### src/hw/rtl/rsi_pkg.sv
// shared widths, constants and the front-to-back item type of the ray-sphere intersection block
// no dependencies
package rsi_pkg;

  // default fraction bits of the fixed-point fields
  localparam int unsigned FRAC_BITS_DEF = 16;

  // widths of the quadratic terms
  localparam int unsigned HBW = 67;   // half_b, signed
  localparam int unsigned AW  = 64;   // a = d.d, unsigned
  localparam int unsigned DW  = 132;  // discriminant, signed, even for the root recurrence
  localparam int unsigned RTW = DW / 2;   // integer square root
  localparam int unsigned RMW = RTW + 4;  // root remainder
  localparam int unsigned QB  = 33;   // quotient bits kept before saturation

  // one classified test handed from the front end to the back end
  typedef struct packed {
    logic                  hit;
    logic signed [HBW-1:0] hb;
    logic [AW-1:0]         a;
    logic [DW-1:0]         disc;
  } rsi_item_t;

endpackage

### src/hw/rtl/rsi_queue.sv
// two-entry queue between the front end and the back end
// depends on rsi_pkg
module rsi_queue (
  input  logic               clk,
  input  logic               rst_n,
  input  logic               wr_valid,
  output logic               wr_ready,
  input  rsi_pkg::rsi_item_t wr_item,
  output logic               rd_valid,
  input  logic               rd_ready,
  output rsi_pkg::rsi_item_t rd_item
);

  rsi_pkg::rsi_item_t mem_r [2];
  logic       wp_r, rp_r;
  logic [1:0] cnt_r;
  logic       push, pop;

  assign wr_ready = (cnt_r != 2'd2);
  assign rd_valid = (cnt_r != 2'd0);
  assign rd_item  = mem_r[rp_r];
  assign push     = wr_valid & wr_ready;
  assign pop      = rd_valid & rd_ready;

  // storage
  always_ff @(posedge clk) begin
    if (push) begin
      mem_r[wp_r] <= wr_item;
    end
  end

  // pointers and fill count
  always_ff @(posedge clk) begin
    if (!rst_n) begin
      wp_r  <= 1'b0;
      rp_r  <= 1'b0;
      cnt_r <= 2'd0;
    end else begin
      if (push) wp_r <= ~wp_r;
      if (pop)  rp_r <= ~rp_r;
      cnt_r <= cnt_r + 2'(push) - 2'(pop);
    end
  end

endmodule

### config.mk
export PLATFORM = sky130hd
export DESIGN_NAME = rsi_queue
export DESIGN_NICKNAME = d
export VERILOG_FILES = /design/src/hw/rtl/rsi_pkg.sv /design/src/hw/rtl/rsi_queue.sv
export SDC_FILE = /design/constraint.sdc
export NUM_CORES = 1
export LEC_CHECK = 0
export ABC_AREA = 1
export BUFFER_PORTS_ARGS = -buffer_cell sky130_fd_sc_hd__buf_4
export CAP_MARGIN = 0
export CELL_PAD_IN_SITES_DETAIL_PLACEMENT = 0
export CELL_PAD_IN_SITES_GLOBAL_PLACEMENT = 1
export CORE_MARGIN = 3
export CORE_UTILIZATION = 49
export CTS_BUF_LIST = sky130_fd_sc_hd__clkbuf_4
export CTS_CLUSTER_DIAMETER = 60
export DETAILED_ROUTE_END_ITERATION = 6
export MAX_ROUTING_LAYER = met4
export PLACE_DENSITY_LB_ADDON = 0.1
export SETUP_SLACK_MARGIN = 0.1
export SYNTH_ARGS = -nofsm -noshare
export SYNTH_HDL_FRONTEND = slang
export SYNTH_SLANG_ARGS = --single-unit
### constraint.sdc
create_clock -name clk -period 33.4 [get_ports clk]
set_input_delay 3.34 -clock clk [delete_from_list [all_inputs] [get_ports clk]]
set_output_delay 3.34 -clock clk [all_outputs]
set_load 0.01 [all_outputs]
== Word-level counts from Yosys, hierarchy flattened ==
Memory sizes are Yosys's and may differ from the RTL's. A register that Yosys moved wholly into a read port is not among the register bits.
Index checks and enable logic that the tools add are counted.
Word-level totals
  bits in registers: 4
  RAM bits: 528
  input port bits: 268
  output and inout bits: 266
  word-level logic and storage cells: 16
  memories: 1
Memory list
  mem_r: words 2, bits a word 264, rd ports 1, clocked after memory_dff 1, wr ports 1, line rsi_queue.sv:14  | rsi_pkg::rsi_item_t mem_r [2];
Operators by class
  add/sub/neg operators: 2
  eq/ne operators: 1
  mux-type cells: 4
  bitwise logic cells: 4
  reduce and logical (&&, ||, !) cells: 1
Operator list (count)
  2-to-1 mux 1 bit: 4
  adder 2 x 1 -> 2 bit: 1
  bitwise AND 1 bit: 2
  != test 2 bit, second input constant: 1
  NOT 1 bit: 2
  nonzero test 2 bit: 1
  subtractor 2 x 1 -> 2 bit: 1

== Longest topological paths before layout ==
  word-level depth: 4
  mapped depth: 11
  depth with buffers taken out: 11

== Worst setup path after synthesis ==
No wires, ideal clock.
  path kind: input -> register
  start point: in wr_valid
  end point: mem mem_r[0][0] (netlist name) (enable)
  setup time: 0.893 ns
  arrival time: 14.347 ns
  required time: 32.507 ns
  slack: 18.160 ns
  stages on the path: 2
  path buffers: 0
  cells stage by stage: nand2_1 -> nor2_1
On the way
  longest elaborated chain between the ends: 3
RTL lines
  start: declaration: line rsi_queue.sv:6  | input logic wr_valid,
  bitwise AND 1 bit: line rsi_queue.sv:22  | assign push = wr_valid & wr_ready;
  2-to-1 mux 1 bit: line rsi_queue.sv:27  | if (push) begin
  2-to-1 mux 1 bit (implied by the code): line rsi_queue.sv:28  | mem_r[wp_r] <= wr_item;
  end: declaration: line rsi_queue.sv:14
No other way between the ends.

==> run_results.csv <==
group,metric,value,unit
run_status,outcome,"complete, no violations",
sta,setup_slack,26190,ps
sta,maxSlewHeadroom,25.2,%
clock_network,cts-root-buf,"clkbuf_4",
hold_path,timing.hold.worst.class,"flip-flop to flip-flop",
sta,setup-violations-final,0,
cells_and_area,syn2layout_area_growth,30.8,%
synth,synth.ff_latch_count,533,
clock_network,cts_buffer_depth,3,
route,ant_nets,0,
clock_network,hold_buffers,0,
clock_network,clock_buffer_count_from_cts,137,
sta,timing.final.crit_period,7210,ps
route,route.vias.total,10500,
route,drt_first_iter_violations,448,
global_routing,grt.met2_usage,34.1,%
route,drt_first_pass_iters,4,
die,die_outline_area,0.0421,sq mm
setup_path,crit_path_cell_chain,"buf_4, buf_4, mux2_2, buf_4",
die,design.portCount,534,
route,drcViolationCount,0,
place,final_weighted_congestion_in_routability_driven_placement,0.878,
global_routing,globalRoute.busiestLayer,"met2",
setup_path,rr_worst_depth,6,
global_routing,gr-total-overflow,0,
synth,share_of_the_yosys_chip_area_belonging_to_registers,82.0,%
die,die_height,205,um
synth,synth_most_common_cell,"edfxtp_1",
synth,postSynthCellCount,857,
setup_path,path_common_cell,"buf_4",
sta,final.period_utilization,21.6,%
place,dp.final_hpwl,32500,um
sta,fin_worst_hold_slack,514,ps
cells_and_area,layout.nets,1778,
setup_path,crit_arrival,3870,ps
place,placed_cells_incl_taps,1887,
synth,syn-mean-instance-area,22.7,sq um
setup_path,worstSetupStartpointType,"flip-flop",
setup_path,reg2reg_to,"mem_r[0][32]",
synth,synth_top_area_share,81.5,%
clock_network,post_cts_resize_count,0,
setup_path,worst_ep_required_time,30060,ps
synth,post_synth_main_area_contributors,"edfxtp_1 (82%), mux2_2 (15%), clkbuf_8 (1.6%)",
sta,unrepaired_setup_endpoints_after_global_routing,"false",
setup_path,worst_path_largest_cell_delay,910,ps
synth,synth-async-reset-ratio,0,%
die,floorplan.die.width,205,um
sta,final-hold-violation-count,0,
synth,synth_top_flop_cell,"edfxtp_1",
global_routing,grt_util_met3,9.33,%
global_routing,first_pass_grt_wire_length,65700,um
setup_path,critical_path_peak_fanout,67,
hold_path,worst_hold_startpoint,"rp_r",
global_routing,grt_max_degree,114,
cells_and_area,post_route_cells_drive_above_1_share,64.2,%
die,core,0.0389,sq mm
setup_path,crit_buf_inv,3,
sta,maxClockFrequency,139,MHz
setup_path,path_class,"flip-flop to output pin",
synth,synth_area_leader_cell,"edfxtp_1",
synth,number_of_enable_flip_flop_cells_after_synthesis,528,
job,cap_violations,0,
clock_network,clock_sink_count,533,
synth,netlist_top_cells_count,"edfxtp_1 (528), mux2_2 (264), clkbuf_8 (23)",
synth,synth.cell_area,0.0195,sq mm
clock_network,clk_pin_slew,60,ps
global_routing,globalRouteMet1Util,23.6,%
place,placed_cell_area,0.0238,sq mm
cells_and_area,finalInstanceArea,0.0254,sq mm
place,numPortBuffers,533,
clock_network,insertion_delay,770,ps
synth,synth.lib_cells_used.distinct,11,
hold_path,worst_hold_path.num_cells,2,
place,detailedPlace.worstSlack,26700,ps
setup_path,slowest_stage,"dfxtp_4",
die,rows,72,
setup_path,sort_of_element_at_the_end_of_the_critical_path,"output pin",
setup_path,timing.reg2reg.setup_slack,29640,ps
synth,ys_warn_count,0,
global_routing,number_of_antenna_violations_at_the_first_check_in_global_routing,12,
route,vias_per_cell,4.96,
global_routing,grt_pass1_vias,11200,
setup_path,timing.rr.start,"cnt_r[0]",
cells_and_area,number_of_non_filler_instances_in_the_completed_layout,2110,
synth,mappedNetlistNets,1127,
sta,timing.final.max_slew_violations,0,
pwr,ir_drop,0.0427,mV
hold_path,holdPathEnd,"rp_r",
clock_network,tritoncts,"yes",
route,finalWirelength,46400,um
clock_network,post-cts-setup-buffer-count,0,
pwr,cellPowerDensity,73.3,mW/mm^2
die,initial_utilization,50.0,%
clock_network,h_tree_lvl_count,4,
sta,timing.setup.tns,0,ps
pwr,p_leak,9.62,nW
sta,timing_worst_slew_pin_value,1120,ps
route,post_dr_wirelength_cell,22.0,um
setup_path,cp.depth,4,
global_routing,grt_usage,22.1,%
setup_path,crit_family,"buffers and inverters",
sta,clock-skew-final,26.7,ps
==> layout by cell type, fill, tap and decap left out, drive strengths merged <==
| cell | instances |
|---|---|
| a21oi | 2 |
| buf | 541 |
| nand3 | 3 |
| nor2 | 8 |
| nand2 | 9 |
| clkbuf | 197 |
| dfxtp | 5 |
| ha | 2 |
| clkinv | 5 |
| inv | 13 |
| mux2 | 264 |
| bufinv | 3 |
| edfxtp | 528 |
| diode | 12 |
==> state kept, by name, indices dropped and copies added, names as in the netlist, named ones only <==
register and cells:
wp_r 1, cnt_r 2, rp_r 1, mem_r 528
==> power by group <==
part,internal (mW),switching [mW],total [mW]
combinational,0.233,0.232,0.465
clock,0.289,0.232,0.521
sequential,0.848,0.0307,0.879
total,1.37,0.495,1.86
==> stage by stage <==
step / util [%] / power, mW
floorplan: - / 1.17
global placement: 61.1 / 1.36
detailed placement: 61.1 / 1.37
CTS: 65.3 / 1.89
global route: 65.4 / 1.96
finish: 65.4 / 1.86
==> layout make-up <==
type,instances,area (sq um)
clock inverters,14,131
multi-input cells,288,3090
clock buffers,197,1480
diodes,12,30.0
repair buffers,541,4060
well taps,518,648
flip-flops and latches,533,16000
inverters,7,33.8
fillers,2872,13500
==> layer usage <==
| layer | vias to the layer above | part of all wire, % |
|---|---|---|
| met1 | 5047 | 35 |
| li1 | 4790 | - |
| met3 | 125 | 10 |
| met4 | 0 | 5.5 |
| met5 | - | 0 |
| met2 | 502 | 49 |
==> kinds of logic (layout without fill, tap and decap cells) <==
group	Yosys count	in the layout	synth area share (%)
other	0	12	0
adder cells (fa/ha/maj)	2	2	0.129
AND/OR/NAND/NOR	20	20	0.405
multiplexers	264	264	15.3
AO/OA/AOI/OAI	2	2	0.0515
buffers and inverters	36	759	2.11
flip-flops	533	533	82.0
==> worst max path at each step <==
stage / from / to
after CTS: flip-flop / rd_item[88]
after floorplan: wr_valid / mem_r[0][0]
after detailed placement: wr_valid / mem_r[1][152]
final: flip-flop / rd_item[49]
after global routing: flip-flop / rd_item[95]
after global placement: wr_valid / mem_r[0][100]
==> worst min-delay path: stages, from the launching register on <==
cell and delay (ps):
dfxtp_1 330, nor2_1 60, nor2_1 90
Power figures use the tool's default switching activity.
